==> config.mk <==
export PLATFORM = sky130hd
export DESIGN_NAME = bsrch_front
export DESIGN_NICKNAME = d
export VERILOG_FILES = /design/src/design/bsrch_pkg.sv /design/src/design/bsrch_front.sv
export SDC_FILE = /design/constraint.sdc
export NUM_CORES = 1
export LEC_CHECK = 0
export BUFFER_PORTS_ARGS = -buffer_cell sky130_fd_sc_hd__buf_2
export CORE_ASPECT_RATIO = 1.1
export CORE_MARGIN = 2
export CORE_UTILIZATION = 50
export CTS_CLUSTER_SIZE = 16
export DETAILED_ROUTE_END_ITERATION = 7
export PLACE_DENSITY = 0.87
export SKIP_CTS_REPAIR_TIMING = 1
export SLEW_MARGIN = 20
export SYNTH_ARGS = -nofsm -noshare
export SYNTH_HDL_FRONTEND = slang
export SYNTH_SLANG_ARGS = --single-unit
==> constraint.sdc <==
create_clock -name clock -period 2.37 [get_ports clock]
set_input_delay 0.474 -clock clock [delete_from_list [all_inputs] [get_ports clock]]
set_output_delay 0.474 -clock clock [all_outputs]
set_load 0.02 [all_outputs]
==> src/design/bsrch_pkg.sv <==
// Shared types and constants for the sorted-table binary search block.
package bsrch_pkg;

   localparam int POS_W   = 10;  // table position / match index width
   localparam int VAL_W   = 32;  // entry and key width
   localparam int COUNT_W = 11;  // entry_count register width
   localparam int BND_W   = 12;  // search bounds, hold 0 .. 2048
   localparam int MID_W   = 11;  // probe index, below 2047

   localparam logic MODE_LOAD   = 1'b0;
   localparam logic MODE_SEARCH = 1'b1;

   typedef struct packed {
      logic                    mode;
      logic [POS_W-1:0]        position;
      logic signed [VAL_W-1:0] value;
   } req_type;

   typedef struct packed {
      logic             found;
      logic [POS_W-1:0] match_index;
   } rsp_type;

   // handshake from front queue to back engine
   typedef struct packed {
      logic valid;
      logic pop;
   } queue_ctl_type;

endpackage

==> src/design/bsrch_front.sv <==
// Front end: accepts transactions, drops out-of-range loads, queues the rest.
module bsrch_front import bsrch_pkg::*; #(
   parameter int TABLE_DEPTH = 1024
) (
   input  logic    clock,
   input  logic    reset,
   input  logic    start,
   input  req_type req_data,
   output logic    busy,
   output logic    q_valid,
   output req_type q_item,
   input  logic    q_pop
);

   req_type     q_mem_ff [2];
   logic        wr_ptr_ff, wr_ptr_in;
   logic        rd_ptr_ff, rd_ptr_in;
   logic [1:0]  fill_ff, fill_in;
   logic        accept;
   logic        keep;
   logic        push;
   logic        pop;

   assign busy    = (fill_ff == 2'd2);
   assign accept  = start && !busy;
   // a load outside the table is taken and discarded here
   assign keep    = (req_data.mode == MODE_SEARCH) ||
                    (32'(req_data.position) < 32'(TABLE_DEPTH));
   assign push    = accept && keep;
   assign q_valid = (fill_ff != 2'd0);
   assign pop     = q_pop && q_valid;
   assign q_item  = q_mem_ff[rd_ptr_ff];

   always_comb begin
      wr_ptr_in = push ? ~wr_ptr_ff : wr_ptr_ff;
      rd_ptr_in = pop  ? ~rd_ptr_ff : rd_ptr_ff;
      fill_in   = fill_ff;
      if (push && !pop) begin
         fill_in = fill_ff + 2'd1;
      end else if (pop && !push) begin
         fill_in = fill_ff - 2'd1;
      end
   end

   always_ff @(posedge clock) begin
      if (reset) begin
         wr_ptr_ff <= 1'b0;
         rd_ptr_ff <= 1'b0;
         fill_ff   <= 2'd0;
      end else begin
         wr_ptr_ff <= wr_ptr_in;
         rd_ptr_ff <= rd_ptr_in;
         fill_ff   <= fill_in;
      end
   end

   always_ff @(posedge clock) begin
      if (push) begin
         q_mem_ff[wr_ptr_ff] <= req_data;
      end
   end

endmodule

# == After elaboration in Yosys (flattened, before gate mapping) ==
# Memory sizes are Yosys's and may differ from the RTL's. A register that Yosys moved wholly into a read port is not among the register bits.
# Cells that the tools add are included.
# totals
register_bits,4
mem_bits_rw,86
input_bits,47
wordCells,24
mem_count,1
# memory_table
memory,depth,width,read_ports,rd_ports_with_merged_regs,wr,line,text
q_mem_ff,2,43,1,1,1,bsrch_front.sv:15,req_type q_mem_ff [2];
# op_classes
n_addsub,2
n_eq_ne,1
mux,6
n_bitwise,2
n_reduce_logical,9
# op_table
cell,count
$logic_and A1 B1 Y1,4
$mux W1,4
$mux W2,2
$reduce_bool A2 Y1,2
$logic_not A1 Y1,3
$add A2 B1 Y2 const B,1
$eq A2 B2 Y1 const B,1
$not A1 Y1,2
$sub A2 B1 Y2 const B,1

# == Longest topological paths before layout ==
# Gate-level depths: netlist of run 1.
# logic_depth
ltp_word,7
mapped_depth,6
ltp_nobuf,6

# == Worst setup path before layout of run 1 ==
# OpenSTA, ideal clock, no wires.
# synth_path
path_kind,input to register
from,in start
to,mem q_mem_ff[0][0] (netlist bit) (enable)
arrival_time_ps,1725
required_time_ps,1973
path_slack_ps,247
path_stages,3
path_buffers,0
path_cell_list,inv_1 or3_1 inv_1
# synth_via
elab_chain_len,3
# synth_lines
element,line,text
start: declaration,bsrch_front.sv:7,"input logic start,"
$logic_and A1 B1 Y1,bsrch_front.sv:25,assign accept = start && !busy;
$mux W1,bsrch_front.sv:58,if (push) begin
$mux W1 (implied by the code),bsrch_front.sv:59,q_mem_ff[wr_ptr_ff] <= req_data;
end: declaration,bsrch_front.sv:15,
# Every way passes these cells.

==> impl_metrics.prom, run 1 <==
# TYPE chip_impl_metric gauge
chip_impl_info{name="crit-reg2reg-capture",value="fill_ff[1]"} 1
chip_impl_metric{name="die_w",unit="um"} 81.6
chip_impl_metric{name="clock_latency_of_the_later_clocked_register_in_the_worst_skew_pair",unit="ns"} 0.34
chip_impl_info{name="synthTopCellsByArea",value="sky130_fd_sc_hd__edfxtp_1 (78%), sky130_fd_sc_hd__mux2_2 (15%), sky130_fd_sc_hd__dfxtp_1 (3.0%)"} 1
chip_impl_metric{name="floorplan.rows",unit=""} 31
chip_impl_metric{name="routability_congestion_estimate",unit=""} 0.693
chip_impl_metric{name="drive_gt1_frac",unit=""} 0.590
chip_impl_metric{name="multi_input_comb_area",unit="um^2"} 598
chip_impl_metric{name="drc",unit=""} 0
chip_impl_metric{name="post_synth_instance_area",unit="mm^2"} 0.00331
chip_impl_metric{name="clkSinkCount",unit=""} 91
chip_impl_metric{name="power.share.sequential",unit=""} 0.458
chip_impl_info{name="rr_startpoint",value="fill_ff[0]"} 1
chip_impl_info{name="synth_top_area_cell",value="sky130_fd_sc_hd__edfxtp_1"} 1
chip_impl_metric{name="n_antenna_cell",unit=""} 0
chip_impl_metric{name="synth.yosys.seq_area_share",unit=""} 0.810
chip_impl_metric{name="floorplan.die_area",unit="mm^2"} 0.00729
chip_impl_metric{name="ioPinCount",unit=""} 92
chip_impl_metric{name="worst_ep_arrival_time",unit="ns"} 1.50
chip_impl_metric{name="max-clock-path-buffers",unit=""} 2
chip_impl_metric{name="dr.pass1.iters",unit=""} 4
chip_impl_metric{name="post_synthesis_net_count",unit=""} 207
chip_impl_metric{name="detail_route.vias_per_cell",unit=""} 4.93
chip_impl_metric{name="worst-slew-pin-transition",unit="ns"} 0.354
chip_impl_info{name="min_from",value="req_data[5]"} 1
chip_impl_info{name="holdPathEnd",value="q_mem_ff[1][5]"} 1
chip_impl_metric{name="first_global_vias",unit=""} 1705
chip_impl_metric{name="wl_met2",unit="mm"} 2.72
chip_impl_metric{name="cts_made_buffers",unit=""} 9
chip_impl_info{name="timing.critical_path.from_type",value="flop"} 1
chip_impl_metric{name="power.ir.vdd_worst",unit="uV"} 664
chip_impl_metric{name="first_iter_violations",unit=""} 59
chip_impl_metric{name="worst-endpoint-required",unit="ns"} 1.90
chip_impl_metric{name="ant_nets",unit=""} 0
chip_impl_metric{name="cellInternalPower",unit="mW"} 3.25
chip_impl_metric{name="synth_seq_cells",unit=""} 91
chip_impl_info{name="run_status",value="finished clean"} 1
chip_impl_metric{name="detailed_routing_wirelength_on_met1",unit="mm"} 1.99
chip_impl_metric{name="area.sequential",unit="mm^2"} 0.00268
chip_impl_metric{name="synthesis_warnings",unit=""} 0
chip_impl_info{name="min_path_type",value="in2reg"} 1
chip_impl_info{name="cts_tree",value="built"} 1
chip_impl_metric{name="wl",unit="mm"} 5.11
chip_impl_metric{name="switching_share",unit=""} 0.285
chip_impl_info{name="setup.worst_path.class",value="reg2out"} 1
chip_impl_metric{name="p_clk_frac",unit=""} 0.258
chip_impl_metric{name="number_of_standard_cells_after_synthesis",unit=""} 159
chip_impl_info{name="cts.root.buffer_cell",value="sky130_fd_sc_hd__clkbuf_8"} 1
chip_impl_metric{name="power-per-cell-area",unit="mW/mm^2"} 1100
chip_impl_metric{name="timing.final.max_slew_violations",unit=""} 0
chip_impl_metric{name="wl_met3",unit="um"} 318
chip_impl_metric{name="final.setup_skew",unit="ns"} 0.00714
chip_impl_metric{name="floorplan.initialDensity",unit=""} 0.508
chip_impl_metric{name="h-tree-depth",unit=""} 3
chip_impl_metric{name="total_switching_power",unit="mW"} 1.30
chip_impl_metric{name="fin_crit_sh",unit=""} 0.831
chip_impl_metric{name="grt_start_max_net_pins",unit=""} 44
chip_impl_metric{name="max_cap_violations",unit=""} 0
chip_impl_metric{name="synth_top_cell_area_share",unit=""} 0.780
chip_impl_metric{name="critical_path.max_fanout",unit=""} 23
chip_impl_metric{name="rr_worst_depth",unit=""} 4
chip_impl_metric{name="nets",unit=""} 309
chip_impl_metric{name="slew_headroom",unit=""} 0.762
chip_impl_metric{name="p_leak",unit="nW"} 1.56
chip_impl_metric{name="finalWorstPathRequiredPeriod",unit="ns"} 1.97
chip_impl_metric{name="placeableCoreArea",unit="mm^2"} 0.00652
chip_impl_metric{name="port_buffers",unit=""} 91
chip_impl_metric{name="initial_antenna_violation_count",unit=""} 0
chip_impl_metric{name="die_height",unit="um"} 89.4
chip_impl_metric{name="hold_path_depth",unit=""} 1
chip_impl_metric{name="setup_viol",unit=""} 0
chip_impl_metric{name="cts.reportedPaths.clkPinSlew",unit="ns"} 0.08
chip_impl_info{name="top_layer",value="met4"} 1
chip_impl_metric{name="gr-usage-all-layers",unit=""} 0.146
chip_impl_info{name="setup.worst_path.end_class",value="primary output"} 1
chip_impl_metric{name="grt_pass1_wl",unit="mm"} 7.57
chip_impl_metric{name="grt.overflow.total",unit=""} 0
chip_impl_metric{name="vias",unit=""} 1714
chip_impl_metric{name="reg2reg_slack",unit="ns"} 0.80
chip_impl_metric{name="finalHoldViolCount",unit=""} 0
chip_impl_info{name="rsz_0062_raised_after_global_routing",value="false"} 1
chip_impl_metric{name="hpwlAfterDp",unit="mm"} 3.45
chip_impl_metric{name="yosysUniqueCellTypes",unit=""} 14
chip_impl_metric{name="syn_area_per_cell",unit="um^2"} 20.8
chip_impl_metric{name="max_freq",unit="MHz"} 508
chip_impl_metric{name="final.setup.tns",unit="ns"} 0
chip_impl_metric{name="power.total",unit="mW"} 4.55
chip_impl_metric{name="flow.area_growth_from_synthesis",unit="%"} 24.7
chip_impl_metric{name="num-fill-cells",unit=""} 491
chip_impl_metric{name="routedWlPerCell",unit="um"} 14.7
chip_impl_metric{name="fraction_of_power_consumed_by_combinational_cells",unit=""} 0.285
==> metrics by stage <==
stage	instance area, um^2	utilization	hold WS, ns	instances	setup WS (ns)
finish	4130	0.634	0.316	348	0.400
global route	4130	0.634	0.287	348	0.310
CTS	4130	0.634	0.290	348	0.360
detailed placement	3900	0.598	0.489	332	0.726
global placement	3900	0.598	0.478	332	0.738
floorplan	3310	-	0.452	159	0.247
==> layout by cell type (no fill, tap or decap) <==
| cell type | Yosys | layout |
|---|---|---|
| sky130_fd_sc_hd__and2_2 | 0 | 1 |
| sky130_fd_sc_hd__or2_2 | 1 | 1 |
| sky130_fd_sc_hd__clkbuf_8 | 0 | 9 |
| sky130_fd_sc_hd__o21ai_0 | 3 | 3 |
| sky130_fd_sc_hd__bufinv_16 | 0 | 3 |
| sky130_fd_sc_hd__mux2_2 | 43 | 43 |
| sky130_fd_sc_hd__clkinv_1 | 0 | 1 |
| sky130_fd_sc_hd__clkbuf_1 | 0 | 2 |
| sky130_fd_sc_hd__edfxtp_1 | 86 | 86 |
| sky130_fd_sc_hd__or3_1 | 2 | 2 |
| sky130_fd_sc_hd__clkinvlp_4 | 0 | 1 |
| sky130_fd_sc_hd__a21oi_1 | 2 | 2 |
| sky130_fd_sc_hd__ha_1 | 1 | 1 |
| sky130_fd_sc_hd__dfxtp_1 | 5 | 4 |
| sky130_fd_sc_hd__buf_12 | 0 | 1 |
| sky130_fd_sc_hd__inv_1 | 2 | 1 |
| sky130_fd_sc_hd__xor2_1 | 3 | 3 |
| sky130_fd_sc_hd__nor2_1 | 4 | 4 |
| sky130_fd_sc_hd__buf_2 | 5 | 91 |
| sky130_fd_sc_hd__nor2b_2 | 1 | 1 |
| sky130_fd_sc_hd__inv_2 | 0 | 1 |
| sky130_fd_sc_hd__dfxtp_2 | 0 | 1 |
| sky130_fd_sc_hd__buf_4 | 0 | 4 |
==> flip-flops by register name (all words and copies together), names as in the netlist, named ones only <==
name,cells
fill_ff,2
wr_ptr_ff,1
q_mem_ff,86
rd_ptr_ff,1
==> area by class of cell <==
cell class,instances,share of cell area
clock buffer,11,0.0318
clock inverter,5,0.0245
inverter,2,0.00182
multi-input combinational,61,0.145
sequential,91,0.650
tap,82,0.0248
timing repair buffer,96,0.122
==> cell usage after synthesis <==
cell type and instances:
sky130_fd_sc_hd__nor2b_2 1, sky130_fd_sc_hd__nor2_1 4, sky130_fd_sc_hd__dfxtp_1 5, sky130_fd_sc_hd__buf_2 5, sky130_fd_sc_hd__or2_2 1, sky130_fd_sc_hd__edfxtp_1 86, sky130_fd_sc_hd__a21oi_1 2, sky130_fd_sc_hd__xor2_1 3
sky130_fd_sc_hd__and2_1 1, sky130_fd_sc_hd__ha_1 1, sky130_fd_sc_hd__mux2_2 43, sky130_fd_sc_hd__inv_1 2, sky130_fd_sc_hd__or3_1 2, sky130_fd_sc_hd__o21ai_0 3
==> worst max-delay path: stages, from the launching register on <==
cell and delay, ns:
sky130_fd_sc_hd__dfxtp_2 0.33, sky130_fd_sc_hd__buf_4 0.29, sky130_fd_sc_hd__mux2_2 0.38, sky130_fd_sc_hd__buf_2 0.16
==> cell families (layout without fill, tap and decap cells) <==
| group | after synthesis | count (layout) | share of synthesized area |
|---|---|---|---|
| AOI/OAI and AO/OA | 5 | 5 | 0.00755 |
| xor gates and xnor gates | 3 | 3 | 0.00793 |
| buffers and inverters | 7 | 114 | 0.00982 |
| and+or+nand+nor | 9 | 9 | 0.0147 |
| adders and majority gates | 1 | 1 | 0.00378 |
| DFF | 91 | 91 | 0.810 |
| muxes | 43 | 43 | 0.146 |
==> worst max path at each step <==
stage                           endpoint  slack (ns)  cells past startpoint
final                         q_item[42]        0.40                      3
after detailed placement      fill_ff[1]        0.73                      5
after global placement        q_item[42]        0.74                      3
after global routing          q_item[13]        0.31                      3
after CTS                     q_item[42]        0.36                      3
after floorplan           q_mem_ff[0][0]        0.25                      3
==> power by group through the flow <==
stage / logic, mW / clock network [mW] / registers [mW]
global placement: 1.31 / 0 / 2.11
CTS: 1.32 / 1.21 / 2.09
detailed placement: 1.32 / 0 / 2.12
finish: 1.29 / 1.17 / 2.08
global route: 1.41 / 1.28 / 2.11
floorplan: 0.918 / 0 / 2.10
==> layer usage <==
layer / global-route usage / up-vias
li1: - / 821
met4: 0.0667 / 0
met2: 0.251 / 58
met3: 0.0556 / 8
met5: 0 / -
met1: 0.161 / 827
Note: power is estimated with default switching activity, not from simulation.
==> run 2, diff against run 1 <==
--- a/config.mk
+++ b/config.mk
@@ -5,13 +5,14 @@
 export SDC_FILE = /design/constraint.sdc
 export NUM_CORES = 1
 export LEC_CHECK = 0
+export ABC_AREA = 1
 export BUFFER_PORTS_ARGS = -buffer_cell sky130_fd_sc_hd__buf_2
 export CORE_ASPECT_RATIO = 1.1
 export CORE_MARGIN = 2
-export CORE_UTILIZATION = 50
+export CORE_UTILIZATION = 47
 export CTS_CLUSTER_SIZE = 16
 export DETAILED_ROUTE_END_ITERATION = 7
-export PLACE_DENSITY = 0.87
+export PLACE_DENSITY = 0.85
 export SKIP_CTS_REPAIR_TIMING = 1
 export SLEW_MARGIN = 20
 export SYNTH_ARGS = -nofsm -noshare
==> constraint.sdc (replaced) <==
create_clock -name clock -period 1.7 [get_ports clock]
set_input_delay 0.34 -clock clock [delete_from_list [all_inputs] [get_ports clock]]
set_output_delay 0.34 -clock clock [all_outputs]
set_load 0.02 [all_outputs]
==> impl_metrics.prom, run 2 <==
# TYPE chip_impl_metric gauge
chip_impl_info{name="min_from",value="req_data[16]"} 1
chip_impl_metric{name="flow.area_growth_from_synthesis",unit="%"} 28.4
chip_impl_info{name="timing.critical_path.from_type",value="flop"} 1
chip_impl_metric{name="max_cap_violations",unit=""} 0
chip_impl_metric{name="floorplan.initialDensity",unit=""} 0.481
chip_impl_info{name="holdPathEnd",value="q_mem_ff[1][16]"} 1
chip_impl_metric{name="power-per-cell-area",unit="mW/mm^2"} 1470
chip_impl_metric{name="hold_path_depth",unit=""} 1
chip_impl_info{name="crit-reg2reg-capture",value="fill_ff[1]"} 1
chip_impl_metric{name="final.setup_skew",unit="ns"} 0.00885
chip_impl_metric{name="post_synth_instance_area",unit="mm^2"} 0.00355
chip_impl_metric{name="routability_congestion_estimate",unit=""} 0.686
chip_impl_metric{name="synth.yosys.seq_area_share",unit=""} 0.755
chip_impl_metric{name="floorplan.die_area",unit="mm^2"} 0.00827
chip_impl_metric{name="initial_antenna_violation_count",unit=""} 1
chip_impl_metric{name="critical_path.max_fanout",unit=""} 14
chip_impl_metric{name="dp_cells",unit=""} 350
chip_impl_info{name="cts_tree",value="built"} 1
chip_impl_metric{name="cts.reportedPaths.clkPinSlew",unit="ns"} 0.09
chip_impl_metric{name="utilization",unit=""} 0.617
chip_impl_info{name="final_cell_mix",value="sky130_fd_sc_hd__edfxtp_1 (86), sky130_fd_sc_hd__buf_2 (62), sky130_fd_sc_hd__mux2_4 (42)"} 1
chip_impl_metric{name="ant_nets",unit=""} 0
chip_impl_metric{name="number_of_standard_cells_after_synthesis",unit=""} 171
chip_impl_metric{name="clkSinkCount",unit=""} 91
chip_impl_metric{name="grt_start_max_net_pins",unit=""} 30
chip_impl_info{name="min_path_type",value="in2reg"} 1
chip_impl_metric{name="port_buffers",unit=""} 91
chip_impl_metric{name="nets",unit=""} 323
chip_impl_metric{name="post_synthesis_net_count",unit=""} 219
chip_impl_info{name="run_status",value="complete, but fails checks"} 1
chip_impl_metric{name="post_layout_nonfiller_instances",unit=""} 368
chip_impl_metric{name="die_w",unit="um"} 86.9
chip_impl_metric{name="syn_area_per_cell",unit="um^2"} 20.8
chip_impl_metric{name="number_of_flops_mapped_to_enable_cells_by_yosys",unit=""} 86
chip_impl_metric{name="max_freq",unit="MHz"} 571
chip_impl_metric{name="routedWlPerCell",unit="um"} 15.4
chip_impl_metric{name="finalWorstPathRequiredPeriod",unit="ns"} 1.75
chip_impl_metric{name="worst_ep_arrival_time",unit="ns"} 1.41
chip_impl_metric{name="gr-usage-all-layers",unit=""} 0.135
chip_impl_metric{name="die_height",unit="um"} 95.2
chip_impl_metric{name="synth_seq_cells",unit=""} 91
chip_impl_metric{name="placeableCoreArea",unit="mm^2"} 0.00739
chip_impl_metric{name="ys_async_sr_fraction",unit=""} 0
chip_impl_metric{name="drc",unit=""} 0
chip_impl_metric{name="synthesis_warnings",unit=""} 0
chip_impl_info{name="largest-register",value="q_mem_ff"} 1
chip_impl_metric{name="grt_pass1_wl",unit="mm"} 8.08
chip_impl_metric{name="setup_viol",unit=""} 39
chip_impl_metric{name="synth_top_cell_area_share",unit=""} 0.727
chip_impl_info{name="cts.root.buffer_cell",value="sky130_fd_sc_hd__clkbuf_8"} 1
chip_impl_metric{name="wl",unit="mm"} 5.67
chip_impl_metric{name="num-fill-cells",unit=""} 534
chip_impl_info{name="synth.most_common_cell",value="sky130_fd_sc_hd__edfxtp_1"} 1
chip_impl_metric{name="first_iter_violations",unit=""} 97
chip_impl_metric{name="hpwlAfterDp",unit="mm"} 3.68
chip_impl_metric{name="rr_worst_depth",unit=""} 9
chip_impl_metric{name="slew_headroom",unit=""} 0.779
chip_impl_metric{name="drive_gt1_frac",unit=""} 0.564
chip_impl_metric{name="floorplan.rows",unit=""} 33
chip_impl_info{name="mostFrequentLayoutCell",value="sky130_fd_sc_hd__edfxtp_1"} 1
chip_impl_metric{name="ioPinCount",unit=""} 92
chip_impl_info{name="setup.worst_path.class",value="reg2out"} 1
chip_impl_info{name="synth_top_area_cell",value="sky130_fd_sc_hd__edfxtp_1"} 1
chip_impl_metric{name="reg2reg_slack",unit="ns"} 0.18
chip_impl_metric{name="cts_made_buffers",unit=""} 9
chip_impl_metric{name="worst-endpoint-required",unit="ns"} 1.36
chip_impl_metric{name="dr.pass1.iters",unit=""} 4
chip_impl_metric{name="worst-slew-pin-transition",unit="ns"} 0.331
chip_impl_info{name="setup.worst_path.end_class",value="primary output"} 1
chip_impl_info{name="synth_common_cells",value="sky130_fd_sc_hd__edfxtp_1 (86), sky130_fd_sc_hd__mux2_4 (40), sky130_fd_sc_hd__inv_1 (8), sky130_fd_sc_hd__nor2_1 (8), sky130_fd_sc_hd__nand2_1 (7)"} 1
chip_impl_metric{name="timing.final.ws_setup",unit="ns"} -0.0524
chip_impl_info{name="reg.largest.list",value="q_mem_ff (86), fill_ff (2)"} 1
chip_impl_metric{name="max-clock-path-buffers",unit=""} 2
chip_impl_metric{name="finalHoldViolCount",unit=""} 0
chip_impl_metric{name="h-tree-depth",unit=""} 3
chip_impl_metric{name="largest_reg_flops",unit=""} 86
chip_impl_metric{name="first_global_vias",unit=""} 1723
chip_impl_metric{name="vias",unit=""} 1806
chip_impl_info{name="violations",value="setup timing"} 1
chip_impl_metric{name="yosysUniqueCellTypes",unit=""} 15
chip_impl_metric{name="grt.overflow.total",unit=""} 0
chip_impl_metric{name="fin_crit_sh",unit=""} 1.03
chip_impl_metric{name="timing.final.max_slew_violations",unit=""} 0
chip_impl_info{name="synth_top_flop_cell",value="sky130_fd_sc_hd__edfxtp_1"} 1
chip_impl_info{name="rr_startpoint",value="fill_ff[1]"} 1
chip_impl_metric{name="power.total",unit="mW"} 6.71
chip_impl_info{name="rsz_0062_raised_after_global_routing",value="true"} 1
chip_impl_metric{name="power.ir.vdd_worst",unit="uV"} 1130
chip_impl_metric{name="p_leak",unit="nW"} 1.81
chip_impl_metric{name="detail_route.vias_per_cell",unit=""} 4.91
chip_impl_info{name="synthTopCellsByArea",value="sky130_fd_sc_hd__edfxtp_1 (73%), sky130_fd_sc_hd__mux2_4 (17%), sky130_fd_sc_hd__dfxtp_1 (2.8%)"} 1
chip_impl_metric{name="clock_latency_of_the_later_clocked_register_in_the_worst_skew_pair",unit="ns"} 0.35
run 2: cell types whose count changed in the layout (fill, tap and decap cells not counted), moves of 2 or more:
cell                      before  now
sky130_fd_sc_hd__mux2_2       43    1
sky130_fd_sc_hd__nor2_4        0    2
sky130_fd_sc_hd__inv_1         1    8
sky130_fd_sc_hd__buf_12        1    4
sky130_fd_sc_hd__buf_6         0   28
sky130_fd_sc_hd__or3_1         2    0
sky130_fd_sc_hd__xor2_1        3    0
sky130_fd_sc_hd__mux2_4        0   42
sky130_fd_sc_hd__buf_2        91   62
sky130_fd_sc_hd__nand3_1       0    2
sky130_fd_sc_hd__nor2_1        4    6
sky130_fd_sc_hd__nand2_1       0    7
run 2: per-stage QoR:
stage / setup WS [ns] / TNS, ns / hold WS [ns] / instance area, um^2
CTS: -0.168 / -3.76 / 0.158 / 4350
detailed placement: 0.210 / 0 / 0.501 / 4140
global placement: 0.223 / 0 / 0.478 / 4140
finish: -0.0524 / -1.09 / 0.175 / 4560
floorplan: -0.316 / -27.21 / 0.439 / 3560
global route: -0.111 / -3.46 / 0.149 / 4560
run 2: metal layers:
layer  vias up  routed length, um  global-route usage
li1        857                  -                   -
met1       870               2290               0.157
met2        67               2940               0.219
met3        12                330              0.0433
met4         0                112              0.0768
met5         -                  0                   0
run 2: logic make-up (layout without fill, tap and decap cells):
| logic type | count (synthesis) | after routing | synth area share |
|---|---|---|---|
| AO/OA/AOI/OAI | 5 | 5 | 0.00810 |
| adder cells (fa/ha/maj) | 1 | 1 | 0.00352 |
| buffers and inverters | 13 | 122 | 0.0342 |
| flip-flops | 91 | 91 | 0.755 |
| multiplexers | 43 | 43 | 0.179 |
| other | 0 | 1 | 0 |
| AND/OR/NAND/NOR | 18 | 18 | 0.0204 |
run 2: worst max-delay path by stage:
stage	to	depth (start not counted)
CTS	q_item[33]	3
floorplan	q_mem_ff[0][0]	3
global placement	q_item[33]	3
finish	q_item[39]	3
detailed placement	fill_ff[1]	9
global route	q_item[39]	3
run 2: cell type report:
class / instances / area (um^2) / area share
Sequential cell: 91 / 2690 / 0.589
Multi-Input combinational cell: 67 / 771 / 0.169
Timing Repair Buffer: 98 / 753 / 0.165
Clock buffer: 12 / 135 / 0.0296
Tap cell: 87 / 109 / 0.0239
Clock inverter: 4 / 75.1 / 0.0165
Inverter: 8 / 30.0 / 0.00658
Antenna cell: 1 / 2.50 / 0.000549
run 2: where the power goes:
group	internal (mW)	switching [mW]	total, mW
Clock	0.830	0.691	1.52
Combinational	1.13	1.13	2.25
Sequential	2.83	0.106	2.94
Total	4.79	1.92	6.71
run 2: critical path, stage by stage, from the launching register on:
cell and delay, ns:
sky130_fd_sc_hd__dfxtp_4 0.40, sky130_fd_sc_hd__buf_12 0.17, sky130_fd_sc_hd__mux2_2 0.34, sky130_fd_sc_hd__buf_2 0.16
==> run 3, diff against run 2 <==
--- a/config.mk
+++ b/config.mk
@@ -5,14 +5,13 @@
 export SDC_FILE = /design/constraint.sdc
 export NUM_CORES = 1
 export LEC_CHECK = 0
-export ABC_AREA = 1
 export BUFFER_PORTS_ARGS = -buffer_cell sky130_fd_sc_hd__buf_2
 export CORE_ASPECT_RATIO = 1.1
 export CORE_MARGIN = 2
-export CORE_UTILIZATION = 47
+export CORE_UTILIZATION = 46
 export CTS_CLUSTER_SIZE = 16
 export DETAILED_ROUTE_END_ITERATION = 7
-export PLACE_DENSITY = 0.85
+export PLACE_DENSITY = 0.84
 export SKIP_CTS_REPAIR_TIMING = 1
 export SLEW_MARGIN = 20
 export SYNTH_ARGS = -nofsm -noshare
==> constraint.sdc (replaced) <==
create_clock -name clock -period 1.6 [get_ports clock]
set_input_delay 0.32 -clock clock [delete_from_list [all_inputs] [get_ports clock]]
set_output_delay 0.32 -clock clock [all_outputs]
set_load 0.02 [all_outputs]
==> impl_metrics.prom, run 3 (synthesis results as in run 1) <==
# TYPE chip_impl_metric gauge
chip_impl_metric{name="floorplan.rows",unit=""} 32
chip_impl_metric{name="h-tree-depth",unit=""} 3
chip_impl_metric{name="final.setup_skew",unit="ns"} 0.00571
chip_impl_metric{name="worst_ep_arrival_time",unit="ns"} 1.42
chip_impl_metric{name="die_height",unit="um"} 93.0
chip_impl_metric{name="clock_latency_of_the_later_clocked_register_in_the_worst_skew_pair",unit="ns"} 0.34
chip_impl_metric{name="max_stage_delay",unit="ns"} 0.38
chip_impl_metric{name="nets",unit=""} 310
chip_impl_info{name="cpLargestDelayFamily",value="flip-flops"} 1
chip_impl_metric{name="power.total",unit="mW"} 6.84
chip_impl_metric{name="dr.pass1.iters",unit=""} 4
chip_impl_info{name="mostFrequentLayoutCell",value="sky130_fd_sc_hd__edfxtp_1"} 1
chip_impl_info{name="violations",value="setup timing"} 1
chip_impl_metric{name="placeableCoreArea",unit="mm^2"} 0.00701
chip_impl_metric{name="initial_antenna_violation_count",unit=""} 0
chip_impl_metric{name="power.ir.vdd_worst",unit="uV"} 1010
chip_impl_metric{name="n_antenna_cell",unit=""} 0
chip_impl_metric{name="port_buffers",unit=""} 91
chip_impl_info{name="final_cell_mix",value="sky130_fd_sc_hd__edfxtp_1 (86), sky130_fd_sc_hd__buf_2 (81), sky130_fd_sc_hd__mux2_2 (40)"} 1
chip_impl_metric{name="finalHoldViolCount",unit=""} 0
chip_impl_metric{name="critical_path.max_fanout",unit=""} 23
chip_impl_info{name="setup.worst_path.class",value="reg2out"} 1
chip_impl_metric{name="power.share.sequential",unit=""} 0.455
chip_impl_metric{name="final_design_area_no_fill",unit="mm^2"} 0.00424
chip_impl_metric{name="p_leak",unit="nW"} 1.59
chip_impl_metric{name="final.hold.worst_slack",unit="ns"} 0.158
chip_impl_metric{name="max-clock-path-buffers",unit=""} 2
chip_impl_info{name="rsz_0062_raised_after_global_routing",value="true"} 1
chip_impl_info{name="setup.worst_path.end_class",value="primary output"} 1
chip_impl_metric{name="num-fill-cells",unit=""} 529
chip_impl_info{name="reg.largest.list",value="q_mem_ff (86), fill_ff (2)"} 1
chip_impl_metric{name="largest_reg_flops",unit=""} 86
chip_impl_metric{name="drive_gt1_frac",unit=""} 0.598
chip_impl_metric{name="post_layout_nonfiller_instances",unit=""} 351
chip_impl_metric{name="drc",unit=""} 0
chip_impl_metric{name="routability_congestion_estimate",unit=""} 0.695
chip_impl_info{name="largest-register",value="q_mem_ff"} 1
chip_impl_metric{name="cts_made_buffers",unit=""} 9
chip_impl_metric{name="worst-endpoint-required",unit="ns"} 1.28
chip_impl_metric{name="floorplan.initialDensity",unit=""} 0.473
chip_impl_metric{name="dp_cells",unit=""} 336
chip_impl_metric{name="vias",unit=""} 1754
chip_impl_metric{name="max_freq",unit="MHz"} 573
chip_impl_info{name="cts.root.buffer_cell",value="sky130_fd_sc_hd__clkbuf_8"} 1
chip_impl_metric{name="setup_viol",unit=""} 43
chip_impl_metric{name="final.setup.tns",unit="ns"} -5.10
chip_impl_metric{name="placement.cell_area",unit="mm^2"} 0.00399
chip_impl_metric{name="slew_headroom",unit=""} 0.849
chip_impl_metric{name="ant_nets",unit=""} 0
chip_impl_metric{name="fin_crit_sh",unit=""} 1.09
chip_impl_metric{name="grt_start_max_net_pins",unit=""} 24
chip_impl_metric{name="total_switching_power",unit="mW"} 1.99
chip_impl_metric{name="wl",unit="mm"} 5.42
chip_impl_info{name="cp_cell_sequence",value="buf_12, mux2_2, buf_2"} 1
chip_impl_metric{name="utilization",unit=""} 0.605
chip_impl_metric{name="first_global_vias",unit=""} 1867
chip_impl_metric{name="max_cap_violations",unit=""} 0
chip_impl_metric{name="grt.overflow.total",unit=""} 0
chip_impl_info{name="cts_tree",value="built"} 1
chip_impl_metric{name="gr-usage-all-layers",unit=""} 0.145
chip_impl_metric{name="p_clk_frac",unit=""} 0.230
chip_impl_metric{name="grt_pass1_wl",unit="mm"} 8.54
chip_impl_info{name="timing.critical_path.slowest_stage_cell",value="sky130_fd_sc_hd__dfxtp_4"} 1
chip_impl_metric{name="worst-slew-pin-transition",unit="ns"} 0.225
chip_impl_metric{name="flow.area_growth_from_synthesis",unit="%"} 27.9
chip_impl_metric{name="cp.buffers_inverters",unit=""} 2
chip_impl_metric{name="cts.reportedPaths.clkPinSlew",unit="ns"} 0.08
chip_impl_metric{name="finalWorstPathRequiredPeriod",unit="ns"} 1.74
chip_impl_metric{name="cellInternalPower",unit="mW"} 4.85
chip_impl_metric{name="ioPinCount",unit=""} 92
chip_impl_metric{name="detail_route.vias_per_cell",unit=""} 5.00
chip_impl_info{name="timing.critical_path.from_type",value="flop"} 1
chip_impl_metric{name="placement.setup.worst_slack",unit="ns"} 0.0447
chip_impl_metric{name="timing.final.ws_setup",unit="ns"} -0.145
chip_impl_metric{name="routedWlPerCell",unit="um"} 15.5
chip_impl_metric{name="hpwlAfterDp",unit="mm"} 3.64
chip_impl_metric{name="clkSinkCount",unit=""} 91
chip_impl_metric{name="first_iter_violations",unit=""} 50
chip_impl_metric{name="fraction_of_power_consumed_by_combinational_cells",unit=""} 0.314
chip_impl_metric{name="switching_share",unit=""} 0.291
chip_impl_metric{name="power-per-cell-area",unit="mW/mm^2"} 1610
chip_impl_metric{name="die_w",unit="um"} 84.9
chip_impl_metric{name="timing.final.max_slew_violations",unit=""} 0
chip_impl_info{name="min_path_type",value="in2reg"} 1
chip_impl_info{name="run_status",value="complete, but fails checks"} 1
chip_impl_metric{name="floorplan.die_area",unit="mm^2"} 0.00790
[run 3: cell count changes in the layout (fill, tap and decap cells not counted), moves of 2 or more]
cell	before	now
sky130_fd_sc_hd__dfxtp_2	0	2
sky130_fd_sc_hd__buf_4	3	7
sky130_fd_sc_hd__dfxtp_1	4	2
sky130_fd_sc_hd__inv_1	8	1
sky130_fd_sc_hd__buf_12	4	6
sky130_fd_sc_hd__nor2_1	6	4
sky130_fd_sc_hd__nand2_1	7	0
sky130_fd_sc_hd__xor2_1	0	3
sky130_fd_sc_hd__nor2_4	2	0
sky130_fd_sc_hd__mux2_2	1	40
sky130_fd_sc_hd__buf_6	28	3
sky130_fd_sc_hd__mux2_4	42	3
sky130_fd_sc_hd__nand3_1	2	0
sky130_fd_sc_hd__buf_2	62	81
[run 3: final cells by class]
type,instances,area (um^2),area share
inverter,2,11.3,0.00266
timing repair buffer,97,612,0.144
sequential,91,2690,0.635
clock buffer,12,135,0.0319
clock inverter,3,63.8,0.0151
tap,85,106,0.0251
multi-input combinational,61,619,0.146
[run 3: power by group through the flow]
stage	clock network (mW)	logic [mW]	registers, mW
2_1_floorplan	0	1.38	3.12
3_3_place_gp	0	2.07	3.14
3_5_place_dp	0	2.09	3.16
4_1_cts	1.63	2.10	3.11
5_1_grt	1.74	2.29	3.14
6_report	1.58	2.15	3.11
[run 3: final timing paths]
kind	start	to	cells past startpoint	slack [ns]
worst max-delay path	flop	q_item[8]	3	-0.14
worst max register to register	fill_ff[1]	fill_ff[1]	6	0.11
worst min register to register	wr_ptr_ff	wr_ptr_ff	2	0.50
worst min-delay path	req_data[18]	q_mem_ff[1][18]	1	0.16
[run 3: per-layer routing]
layer	part of all wire	wire (um)	global-route usage
met3	0.054	294	0.0424
met4	0.017	93	0.0675
met2	0.54	2940	0.255
met1	0.39	2100	0.161
met5	0	0	0
[run 3: worst reg2reg max path, cell delays in order, from the launching register on]
cell and delay (ns):
sky130_fd_sc_hd__dfxtp_2 0.36, sky130_fd_sc_hd__nor2b_4 0.17, sky130_fd_sc_hd__nor2_1 0.07, sky130_fd_sc_hd__ha_1 0.20, sky130_fd_sc_hd__xor2_1 0.16, sky130_fd_sc_hd__or3_1 0.31
sky130_fd_sc_hd__a21oi_1 0.15
